--- config.mk ---
export PLATFORM = sky130hd
export DESIGN_NAME = replacement_cache_lru_random
export DESIGN_NICKNAME = d
export VERILOG_FILES = /design/src/sv/rclr_pkg.sv /design/src/sv/rclr_mod_unit.sv /design/src/sv/rclr_value_ram.sv /design/src/sv/replacement_cache_lru_random.sv
export SDC_FILE = /design/constraint.sdc
export NUM_CORES = 2
export LEC_CHECK = 0
export BUFFER_PORTS_ARGS = -buffer_cell sky130_fd_sc_hd__buf_2
export CORE_ASPECT_RATIO = 1.4
export CORE_UTILIZATION = 60
export DETAILED_ROUTE_END_ITERATION = 8
export PLACE_DENSITY = 0.76
export SLEW_MARGIN = 20
export SYNTH_ARGS = -nofsm -noshare
export SYNTH_HDL_FRONTEND = slang
export SYNTH_SLANG_ARGS = --single-unit
export TNS_END_PERCENT = 5
--- constraint.sdc ---
create_clock -name clk -period 6.3 [get_ports clk]
set_clock_uncertainty 0.05 [all_clocks]
set_input_delay 1.26 -clock clk [delete_from_list [all_inputs] [get_ports clk]]
set_output_delay 1.26 -clock clk [all_outputs]
set_load 0.05 [all_outputs]
--- src/sv/rclr_pkg.sv ---
package rclr_pkg;

  // fixed field widths
  localparam int KEY_IN_W   = 20;
  localparam int VAL_W      = 31;
  localparam int CAP_W      = 5;
  localparam int POL_W      = 2;
  localparam int CFG_IDX_W  = 2;
  localparam int CFG_DATA_W = 5;
  localparam int LFSR_W     = 16;

  // lfsr seed and galois feedback mask
  localparam logic [LFSR_W-1:0] LFSR_SEED = 16'hACE1;
  localparam logic [LFSR_W-1:0] LFSR_TAPS = 16'hB400;

  // register reset values
  localparam logic [CAP_W-1:0] CAP_RESET = 5'd16;

  // replacement policy codes (any other code behaves as lru)
  localparam logic [POL_W-1:0] POL_LRU    = 2'd0;
  localparam logic [POL_W-1:0] POL_RANDOM = 2'd1;

  // command codes
  localparam logic CMD_GET = 1'b0;
  localparam logic CMD_PUT = 1'b1;

  // configuration register indexes
  localparam logic [CFG_IDX_W-1:0] CFG_CAPACITY = 2'd0;
  localparam logic [CFG_IDX_W-1:0] CFG_POLICY   = 2'd1;

  // sequencer states
  typedef enum logic [2:0] {
    ST_IDLE,
    ST_LOOKUP,
    ST_DECIDE,
    ST_DIV,
    ST_EVICT,
    ST_INSERT,
    ST_READ,
    ST_RESULT
  } state_t;

  // operation broadcast to every entry lane
  typedef enum logic [1:0] {
    LANE_NONE,
    LANE_PROMOTE,
    LANE_EVICT,
    LANE_INSERT
  } lane_op_t;

  // one galois lfsr step
  function automatic logic [LFSR_W-1:0] lfsr_step(input logic [LFSR_W-1:0] s);
    logic [LFSR_W-1:0] n;
    n = s >> 1;
    if (s[0]) n = n ^ LFSR_TAPS;
    return n;
  endfunction

endpackage

--- src/sv/rclr_mod_unit.sv ---
module rclr_mod_unit #(
  parameter int DIV_W = 5
) (
  input  logic                       clk,
  input  logic                       rst_n,
  input  logic                       start,
  input  logic [rclr_pkg::LFSR_W-1:0] dividend,
  input  logic [DIV_W-1:0]           divisor,
  output logic                       done,
  output logic [DIV_W-1:0]           rem
);
  import rclr_pkg::*;

  localparam int CNT_W = $clog2(LFSR_W);
  localparam logic [CNT_W-1:0] LAST = CNT_W'(LFSR_W - 1);

  logic              busy_r;
  logic              done_r;
  logic [CNT_W-1:0]  cnt_r;
  logic [LFSR_W-1:0] dvd_r;
  logic [DIV_W-1:0]  dsr_r;
  logic [DIV_W-1:0]  rem_r;
  logic [DIV_W:0]    trial;
  logic [DIV_W-1:0]  rem_nxt;

  // one restoring step: shift in the next dividend bit, subtract if it fits
  always_comb begin
    trial = {rem_r, dvd_r[LFSR_W-1]};
    if (trial >= {1'b0, dsr_r}) begin
      rem_nxt = DIV_W'(trial - {1'b0, dsr_r});
    end else begin
      rem_nxt = DIV_W'(trial);
    end
  end

  // control
  always_ff @(posedge clk) begin
    if (!rst_n) begin
      busy_r <= 1'b0;
      done_r <= 1'b0;
      cnt_r  <= '0;
    end else begin
      done_r <= busy_r && (cnt_r == LAST);
      if (start) begin
        busy_r <= 1'b1;
        cnt_r  <= '0;
      end else if (busy_r) begin
        cnt_r <= cnt_r + 1'b1;
        if (cnt_r == LAST) busy_r <= 1'b0;
      end
    end
  end

  // datapath
  always_ff @(posedge clk) begin
    if (start) begin
      dvd_r <= dividend;
      dsr_r <= divisor;
      rem_r <= '0;
    end else if (busy_r) begin
      dvd_r <= dvd_r << 1;
      rem_r <= rem_nxt;
    end
  end

  assign done = done_r;
  assign rem  = rem_r;

endmodule

--- src/sv/rclr_value_ram.sv ---
module rclr_value_ram #(
  parameter int DEPTH = 16,
  parameter int AW    = 4
) (
  input  logic                       clk,
  input  logic                       we,
  input  logic [AW-1:0]              waddr,
  input  logic [rclr_pkg::VAL_W-1:0] wdata,
  input  logic                       re,
  input  logic [AW-1:0]              raddr,
  output logic [rclr_pkg::VAL_W-1:0] rdata
);
  import rclr_pkg::*;

  logic [VAL_W-1:0] mem_r [DEPTH];
  logic [VAL_W-1:0] rdata_r;

  always_ff @(posedge clk) begin
    if (we) mem_r[waddr] <= wdata;
  end

  always_ff @(posedge clk) begin
    if (re) rdata_r <= mem_r[raddr];
  end

  assign rdata = rdata_r;

endmodule

--- src/sv/replacement_cache_lru_random.sv ---
// Fully associative key/value cache with lru or random replacement.
// Input channel: in_valid/in_stall with in_cmd (0 get, 1 put), in_lookup_key
// and in_store_value. One item is worked at a time; in_stall is high from
// acceptance until the result is written to the output register.
// Output channel: out_valid/out_stall with out_hit and out_read_value, one
// result per item. The output register lets a new item be accepted while a
// result still waits; a stalled result holds until taken, and the sequencer
// waits in its last step only if the register is still full.
// Steps per item: idle, lookup, decide, then result for a get miss or put
// hit, read then result for a get hit, insert then result for a put without
// eviction, and evict, insert, result for a put with lru eviction; a put with
// random eviction first waits in div for the 16-step restoring modulo unit
// that reduces the lfsr by the entry count. out_valid rises in the same cycle
// that the next item can be taken. Keys are compared in parallel lanes; values
// sit in a one-port-write, one-port-read ram with registered read data.
// Configuration: cfg_valid/cfg_ready (always ready), index 0 capacity in use,
// index 1 replacement policy; write only while the block is idle.
// Reset (synchronous, active low) clears all valid bits, ranks and the count
// at once and reloads the lfsr seed; there is no clearing pass.
module replacement_cache_lru_random #(
  parameter int CAPACITY  = 16,
  parameter int KEY_WIDTH = 20
) (
  input  logic                            clk,
  input  logic                            rst_n,
  input  logic                            in_valid,
  output logic                            in_stall,
  input  logic                            in_cmd,
  input  logic [rclr_pkg::KEY_IN_W-1:0]   in_lookup_key,
  input  logic [rclr_pkg::VAL_W-1:0]      in_store_value,
  output logic                            out_valid,
  input  logic                            out_stall,
  output logic                            out_hit,
  output logic [rclr_pkg::VAL_W-1:0]      out_read_value,
  input  logic                            cfg_valid,
  output logic                            cfg_ready,
  input  logic [rclr_pkg::CFG_IDX_W-1:0]  cfg_index,
  input  logic [rclr_pkg::CFG_DATA_W-1:0] cfg_data
);
  import rclr_pkg::*;

  localparam int SW = $clog2(CAPACITY);
  localparam int RW = SW;
  localparam int CW = $clog2(CAPACITY + 1);
  localparam int EW = (CW > CAP_W) ? CW : CAP_W;

  state_t state_r, state_nxt;
  lane_op_t lane_op;

  logic [CAP_W-1:0]     cap_r;
  logic [POL_W-1:0]     pol_r;
  logic                 cmd_r;
  logic [KEY_WIDTH-1:0] key_r;
  logic [VAL_W-1:0]     val_r;
  logic                 hit_r;
  logic [SW-1:0]        slot_r;
  logic [RW-1:0]        hrank_r;
  logic [RW-1:0]        victim_r;
  logic                 res_hit_r;
  logic [VAL_W-1:0]     res_val_r;
  logic                 out_valid_r;
  logic                 out_hit_r;
  logic [VAL_W-1:0]     out_val_r;
  logic [LFSR_W-1:0]    lfsr_r;
  logic [CW-1:0]        count_r;
  logic [CAPACITY-1:0]  valid_r;
  logic [RW-1:0]        rank_r [CAPACITY];
  logic [KEY_WIDTH-1:0] key_mem_r [CAPACITY];

  logic [KEY_WIDTH-1:0] key_sat;
  logic [CAPACITY-1:0]  match;
  logic                 hit_any;
  logic [SW-1:0]        hit_idx;
  logic [RW-1:0]        hit_rank;
  logic                 free_any;
  logic [SW-1:0]        free_idx;
  logic [EW-1:0]        cap_ext;
  logic [EW-1:0]        eff_cap;
  logic                 need_evict;
  logic                 is_rand;
  logic                 out_load;

  logic                 ram_we;
  logic [SW-1:0]        ram_waddr;
  logic                 ram_re;
  logic [VAL_W-1:0]     ram_rdata;
  logic                 div_start;
  logic                 div_done;
  logic [CW-1:0]        div_rem;
  logic                 lfsr_adv;
  logic [LFSR_W-1:0]    lfsr_next;

  // key saturation to the stored key width
  always_comb begin
    if (KEY_WIDTH >= KEY_IN_W) begin
      key_sat = KEY_WIDTH'(in_lookup_key);
    end else if ((in_lookup_key >> KEY_WIDTH) != '0) begin
      key_sat = '1;
    end else begin
      key_sat = KEY_WIDTH'(in_lookup_key);
    end
  end

  // parallel key compare, hit slot and its rank
  always_comb begin
    hit_idx  = '0;
    hit_rank = '0;
    for (int i = 0; i < CAPACITY; i++) begin
      match[i] = valid_r[i] && (key_mem_r[i] == key_r);
    end
    for (int i = CAPACITY - 1; i >= 0; i--) begin
      if (match[i]) hit_idx = SW'(i);
    end
    for (int i = 0; i < CAPACITY; i++) begin
      if (match[i]) hit_rank = hit_rank | rank_r[i];
    end
  end
  assign hit_any = |match;

  // first free slot
  always_comb begin
    free_idx = '0;
    for (int i = CAPACITY - 1; i >= 0; i--) begin
      if (!valid_r[i]) free_idx = SW'(i);
    end
  end
  assign free_any = ~&valid_r;

  // effective capacity and eviction decision
  assign cap_ext = EW'(cap_r);
  always_comb begin
    if (cap_ext == '0) begin
      eff_cap = EW'(1);
    end else if (cap_ext > EW'(CAPACITY)) begin
      eff_cap = EW'(CAPACITY);
    end else begin
      eff_cap = cap_ext;
    end
  end
  assign need_evict = (EW'(count_r) >= eff_cap) && (count_r != '0);
  assign is_rand    = (pol_r == POL_RANDOM);
  assign out_load   = (state_r == ST_RESULT) && (!out_valid_r || !out_stall);
  assign lfsr_next  = lfsr_step(lfsr_r);

  // next state
  always_comb begin
    state_nxt = state_r;
    case (state_r)
      ST_IDLE:   if (in_valid) state_nxt = ST_LOOKUP;
      ST_LOOKUP: state_nxt = ST_DECIDE;
      ST_DECIDE: begin
        if (cmd_r == CMD_GET) begin
          state_nxt = hit_r ? ST_READ : ST_RESULT;
        end else if (hit_r) begin
          state_nxt = ST_RESULT;
        end else if (need_evict) begin
          state_nxt = is_rand ? ST_DIV : ST_EVICT;
        end else begin
          state_nxt = ST_INSERT;
        end
      end
      ST_DIV:    if (div_done) state_nxt = ST_EVICT;
      ST_EVICT:  state_nxt = ST_INSERT;
      ST_INSERT: state_nxt = ST_RESULT;
      ST_READ:   state_nxt = ST_RESULT;
      ST_RESULT: if (out_load) state_nxt = ST_IDLE;
      default:   state_nxt = ST_IDLE;
    endcase
  end

  // sequencer outputs
  always_comb begin
    lane_op   = LANE_NONE;
    ram_we    = 1'b0;
    ram_waddr = slot_r;
    ram_re    = 1'b0;
    div_start = 1'b0;
    lfsr_adv  = 1'b0;
    case (state_r)
      ST_DECIDE: begin
        if (hit_r && (cmd_r == CMD_PUT || !is_rand)) lane_op = LANE_PROMOTE;
        if (hit_r && cmd_r == CMD_GET) ram_re = 1'b1;
        if (hit_r && cmd_r == CMD_PUT) ram_we = 1'b1;
        if (!hit_r && cmd_r == CMD_PUT && need_evict && is_rand) begin
          lfsr_adv  = 1'b1;
          div_start = 1'b1;
        end
      end
      ST_EVICT: lane_op = LANE_EVICT;
      ST_INSERT: begin
        if (free_any) begin
          lane_op   = LANE_INSERT;
          ram_we    = 1'b1;
          ram_waddr = free_idx;
        end
      end
      default: lane_op = LANE_NONE;
    endcase
  end

  // state and control registers
  always_ff @(posedge clk) begin
    if (!rst_n) begin
      state_r     <= ST_IDLE;
      out_valid_r <= 1'b0;
      lfsr_r      <= LFSR_SEED;
      count_r     <= '0;
      cap_r       <= CAP_RESET;
      pol_r       <= POL_LRU;
    end else begin
      state_r <= state_nxt;
      if (out_load) begin
        out_valid_r <= 1'b1;
      end else if (!out_stall) begin
        out_valid_r <= 1'b0;
      end
      if (lfsr_adv) lfsr_r <= lfsr_next;
      if (lane_op == LANE_EVICT) begin
        count_r <= count_r - 1'b1;
      end else if (lane_op == LANE_INSERT) begin
        count_r <= count_r + 1'b1;
      end
      if (cfg_valid) begin
        case (cfg_index)
          CFG_CAPACITY: cap_r <= cfg_data;
          CFG_POLICY:   pol_r <= cfg_data[POL_W-1:0];
          default:      ;
        endcase
      end
    end
  end

  // item capture, lookup result and result registers
  always_ff @(posedge clk) begin
    if (state_r == ST_IDLE && in_valid) begin
      cmd_r <= in_cmd;
      key_r <= key_sat;
      val_r <= in_store_value;
    end
    if (state_r == ST_LOOKUP) begin
      hit_r   <= hit_any;
      slot_r  <= hit_idx;
      hrank_r <= hit_rank;
    end
    if (state_r == ST_DECIDE) begin
      victim_r  <= RW'(count_r - 1'b1);
      res_hit_r <= hit_r && (cmd_r == CMD_GET);
      res_val_r <= '0;
    end
    if (state_r == ST_DIV && div_done) victim_r <= div_rem[RW-1:0];
    if (state_r == ST_READ) res_val_r <= ram_rdata;
    if (out_load) begin
      out_hit_r <= res_hit_r;
      out_val_r <= res_val_r;
    end
  end

  // entry lanes: valid bits and recency ranks
  always_ff @(posedge clk) begin
    if (!rst_n) begin
      valid_r <= '0;
      for (int i = 0; i < CAPACITY; i++) rank_r[i] <= '0;
    end else begin
      for (int i = 0; i < CAPACITY; i++) begin
        case (lane_op)
          LANE_PROMOTE: begin
            if (SW'(i) == slot_r) begin
              rank_r[i] <= '0;
            end else if (valid_r[i] && rank_r[i] < hrank_r) begin
              rank_r[i] <= rank_r[i] + 1'b1;
            end
          end
          LANE_EVICT: begin
            if (valid_r[i] && rank_r[i] == victim_r) begin
              valid_r[i] <= 1'b0;
              rank_r[i]  <= '0;
            end else if (valid_r[i] && rank_r[i] > victim_r) begin
              rank_r[i] <= rank_r[i] - 1'b1;
            end
          end
          LANE_INSERT: begin
            if (SW'(i) == free_idx) begin
              valid_r[i] <= 1'b1;
              rank_r[i]  <= '0;
            end else if (valid_r[i]) begin
              rank_r[i] <= rank_r[i] + 1'b1;
            end
          end
          default: ;
        endcase
      end
    end
  end

  // stored keys
  always_ff @(posedge clk) begin
    for (int i = 0; i < CAPACITY; i++) begin
      if (lane_op == LANE_INSERT && SW'(i) == free_idx) key_mem_r[i] <= key_r;
    end
  end

  rclr_value_ram #(
    .DEPTH (CAPACITY),
    .AW    (SW)
  ) u_value_ram (
    .clk   (clk),
    .we    (ram_we),
    .waddr (ram_waddr),
    .wdata (val_r),
    .re    (ram_re),
    .raddr (slot_r),
    .rdata (ram_rdata)
  );

  rclr_mod_unit #(
    .DIV_W (CW)
  ) u_mod_unit (
    .clk      (clk),
    .rst_n    (rst_n),
    .start    (div_start),
    .dividend (lfsr_next),
    .divisor  (count_r),
    .done     (div_done),
    .rem      (div_rem)
  );

  assign in_stall       = (state_r != ST_IDLE);
  assign out_valid      = out_valid_r;
  assign out_hit        = out_hit_r;
  assign out_read_value = out_val_r;
  assign cfg_ready      = 1'b1;

  // fill count tracks the valid bits
  a_count_matches: assert property (@(posedge clk) disable iff (!rst_n)
    count_r == CW'($countones(valid_r)))
    else $error("entry count differs from number of valid entries");

  // keys are unique, so a lookup matches at most one lane
  a_single_match: assert property (@(posedge clk) disable iff (!rst_n)
    (state_r == ST_LOOKUP) |-> $onehot0(match))
    else $error("key present in more than one entry");

  // the victim rank always names a live entry
  a_victim_in_range: assert property (@(posedge clk) disable iff (!rst_n)
    (state_r == ST_EVICT) |-> (CW'(victim_r) < count_r))
    else $error("victim rank beyond entry count");

  // an insert always finds a free slot
  a_insert_has_room: assert property (@(posedge clk) disable iff (!rst_n)
    (state_r == ST_INSERT) |-> free_any)
    else $error("insert with no free entry");

endmodule

==> summary.md <==
| Metric | Value |
|---|---|
| Tot Pwr | `between 15 and 20 mW` |
| Antenna violations before repair | `2` |
| Leak Pwr | `18.5 nW` |
| # diodes | `0` |
| Final Slew Violations | `0` |
| Starting density of the core | `60.9%` |
| Worst Path Arrival | `approximately 5100 ps` |
| Synth Area in Adders | `between 4 and 5%` |
| Hold Path Stages | `0` |
| Crit end category | `flop` |
| Slack of the critical path | `around 1500 ps` |
| Routed wire length | `around 120000 µm` |
| RD Place Congestion | `roughly 0.97` |
| Setup TNS | `0 ps` |
| Initial DRC count | `2926` |
| # IOs | `99` |
| Post-Synth XOR/XNOR Area | `6.03%` |
| Asr flop ratio synth | `0%` |
| Total Routing Usage GR | `between 30% and 40%` |
| Crit path launch type | `flop` |
| Core Area | `80800 µm²` |
| Worst Path Required | `6540 ps` |
| Most used DFF post-synth | `edfxtp_1` |
| Post-synth cell types | `slightly above 80` |
| Max-slew headroom | `between 15 and 20%` |
| CTS tree | `built` |
| Largest net degree at the start of global routing | `130` |
| Hold_buf cts | `0` |
| CP startpoint | `state_r[2]$_SDFFE_PN0P_` |
| Post-synth EDFFs | `1061` |
| Outcome | `finished, final reports clean` |
| Register-to-Register Path Depth | `5` |
| Fmax | `between 200 and 250 MHz` |
| Die area | `83200 µm²` |
| Synth Area in Simple Gates | `7.33%` |
| Synth warn | `0` |
| Hold Crit Start | `res_val_r[2]$_SDFFCE_PN0P_` |
| Layout cells sized above 1 | `around 16%` |
| Clk buf depth | `3` |
| R2r endpoint | `u_value_ram.mem_r[13][18]$_DFFE_PP_` |
| Final period util | `76.5%` |
| Worst-Margin Slew | `1220 ps` |
| Hold WC Path Type | `reg -> reg` |
| Maximum VDD drop | `roughly 0.33 mV` |
| Skew-Pair Late Insertion Delay | `690 ps` |
| Pre-CTS WS | `~1600 ps` |
| Row cnt | `~120` |
| Post-layout min period | `4820 ps` |
| Number of max-cap violations | `0` |
| Sequential area share after synthesis | `67.2%` |
| FF-to-FF setup slack | `1480 ps` |
| CP peak stage delay | `approximately 950 ps` |
| Most common cell after layout, fill and taps aside | `edfxtp_1` |
| DRC | `0` |
| Routed WL per cell | `28.1 µm` |
| Syn nets | `3361` |
| Mapped Area | `approximately 49000 µm²` |
| Crit path max-delay cell type | `nor2_4` |
| Largest family of logic cells by synthesized area | `multiplexers` |
| Area leader, netlist | `edfxtp_1` |
| Pre-Repair DR Iteration Count | `7` |
| Port Buffers | `just under 100` |
| Post-synth top area share | `64.8%` |
| Die extent in y | `341 µm` |
| DR vias | `~29000` |
| Crit-path max FO | `43` |
| Grt ovf | `0` |
| Net count, final | `3500` |
| First-pass GRT wire length | `185000 µm` |
| CP cell instances | `nand3b_1, a31o_2, a221o_1, nand2b_1, nor2_4` |
| Hold EP | `out_read_value[2]$_DFFE_PP_` |
| Cell Pwr Density | `364 nW/µm²` |
| Post-CTS setup buffer count | `0` |
| Die W | `around 240 µm` |
| CP Class | `reg -> reg` |
| Layout Utilization | `67.8%` |
| Clk slew on worst S/H paths | `70 ps` |
| Setup Viol. Count Final | `0` |
| Post-DRT Antenna Nets | `0` |
| Synth area leaders | `edfxtp_1 (65%), mux4_2 (7.1%), ha_1 (4.0%)` |
| H-tree Lvls | `3` |
| Vias in the first global route | `between 30000 and 40000` |
| Fillers | `5149` |
| CTS root buf | `clkbuf_16` |
| Final Hold Violating Endpoints | `0` |
| Mux share of post-synthesis cell area | `7.34%` |
| R2r startpoint | `state_r[2]$_SDFFE_PN0P_` |
| Syn avg cell area | `15.7 µm²` |
| Register bit total from synthesis | `1120` |
| Synth Area in Compound Gates | `5.89%` |
| RSZ-0062 raised after global routing | `false` |
| Most frequent cells in the layout | `edfxtp_1 (1061), nand2_1 (185), xnor2_1 (177), ha_1 (157), xor2_1 (156)` |
| Via density | `~6.6` |
| Post-Synthesis Cells | `3139` |
| Layout area overhead | `11.3%` |
| Resized Gates After CTS | `0` |
| Detailed placement HPWL | `about 76000 µm` |
| TritonCTS Buffers | `102` |
| # clock sinks | `1120` |
-- worst max-delay path, delay by kind of cell, from the launching register on --
kind	cells	cell delay, ps
and+or+nand+nor	3	2020
AOI/OAI and AO/OA	2	1730
DFF	1	580
-- kinds of logic after synthesis --
logic type                 count (synthesis)
DFF                                     1120
adders and majority gates                158
muxes                                    167
xor gates and xnor gates                 336
other                                      1
buffers and inverters                    229
AOI/OAI and AO/OA                        438
and+or+nand+nor                          690
-- how the worst max path moves through the flow --
stage / end / slack (ps) / depth (start not counted)
floorplan: u_value_ram.mem_r[5][0]$_DFFE_PP_ / 1000 / 5
global placement: u_value_ram.mem_r[7][16]$_DFFE_PP_ / 1720 / 5
detailed placement: u_value_ram.mem_r[10][21]$_DFFE_PP_ / 1620 / 5
CTS: u_value_ram.mem_r[10][20]$_DFFE_PP_ / 1480 / 5
global route: u_value_ram.mem_r[13][25]$_DFFE_PP_ / 1360 / 5
finish: u_value_ram.mem_r[13][18]$_DFFE_PP_ / 1480 / 5
-- flip-flops by register name, indices dropped and copies added (netlist names), 2 cells and up --
signal,flops
u_mod_unit.dvd_r,16
u_mod_unit.rem,5
key_r,20
rank_r,64
cap_ext,5
hrank_r,4
res_val_r,31
key_mem_r,320
count_r,5
u_mod_unit.cnt_r,4
u_value_ram.mem_r,496
valid_r,16
slot_r,4
state_r,3
pol_r,2
u_value_ram.rdata,31
lfsr_r,16
u_mod_unit.dsr_r,5
out_read_value,31
val_r,31
victim_r,4
-- Yosys cell counts, drive strengths merged, types with 14 or more instances --
library cell and number:
a21boi 15, a21o 21, a21oi 131, a221oi 36, a31oi 23, and3 36
buf 75, clkbuf 56, dfxtp 59, edfxtp 1061, ha 157, inv 98
mux4 155, nand2 185, nand2b 39, nand3 48, nand4 66, nor2 133
nor2b 27, nor3 38, nor4 62, o21a 14, o21ai 92, xnor2 180
xor2 156
-- per-stage QoR --
stage	area [µm²]	hold slack, ps	std cells
4_1_cts	54600	371	4422
3_3_place_gp	50900	353	4228
3_5_place_dp	51000	355	4230
2_1_floorplan	49200	350	3139
6_report	54700	368	4428
5_1_grt	54700	378	4428
-- report_power, final --
part           internal [mW]  total (mW)  switching, mW
sequential              8.97        9.57          0.597
combinational           1.44        3.69           2.24
clock                   3.90        6.70           2.80
total                   14.3        20.0           5.64
-- metal layers --
layer | vias to the layer above | GRT usage (%) | part of all wire (%) | wire length [µm]
met3 | 407 | 4.71 | 7.8 | 9670
li1 | 12400 | - | - | -
met4 | 2 | 15.6 | 4.9 | 6080
met2 | 1648 | 52.3 | 52 | 64400
met1 | 14700 | 36.3 | 35 | 44100
met5 | - | 0 | 0.010 | 13
-- layout make-up --
cell class                 count  area [µm²]  share of cell area, %
clock buffer                 116        2690                   4.91
clock inverter                76         923                   1.69
inverter                      98         368                  0.672
multi-input combinational   1790       15200                   27.8
sequential                  1120       33000                   60.4
tap                         1062        1330                   2.43
timing repair buffer         166        1160                   2.12
Note: power is estimated with default switching activity, not from simulation.
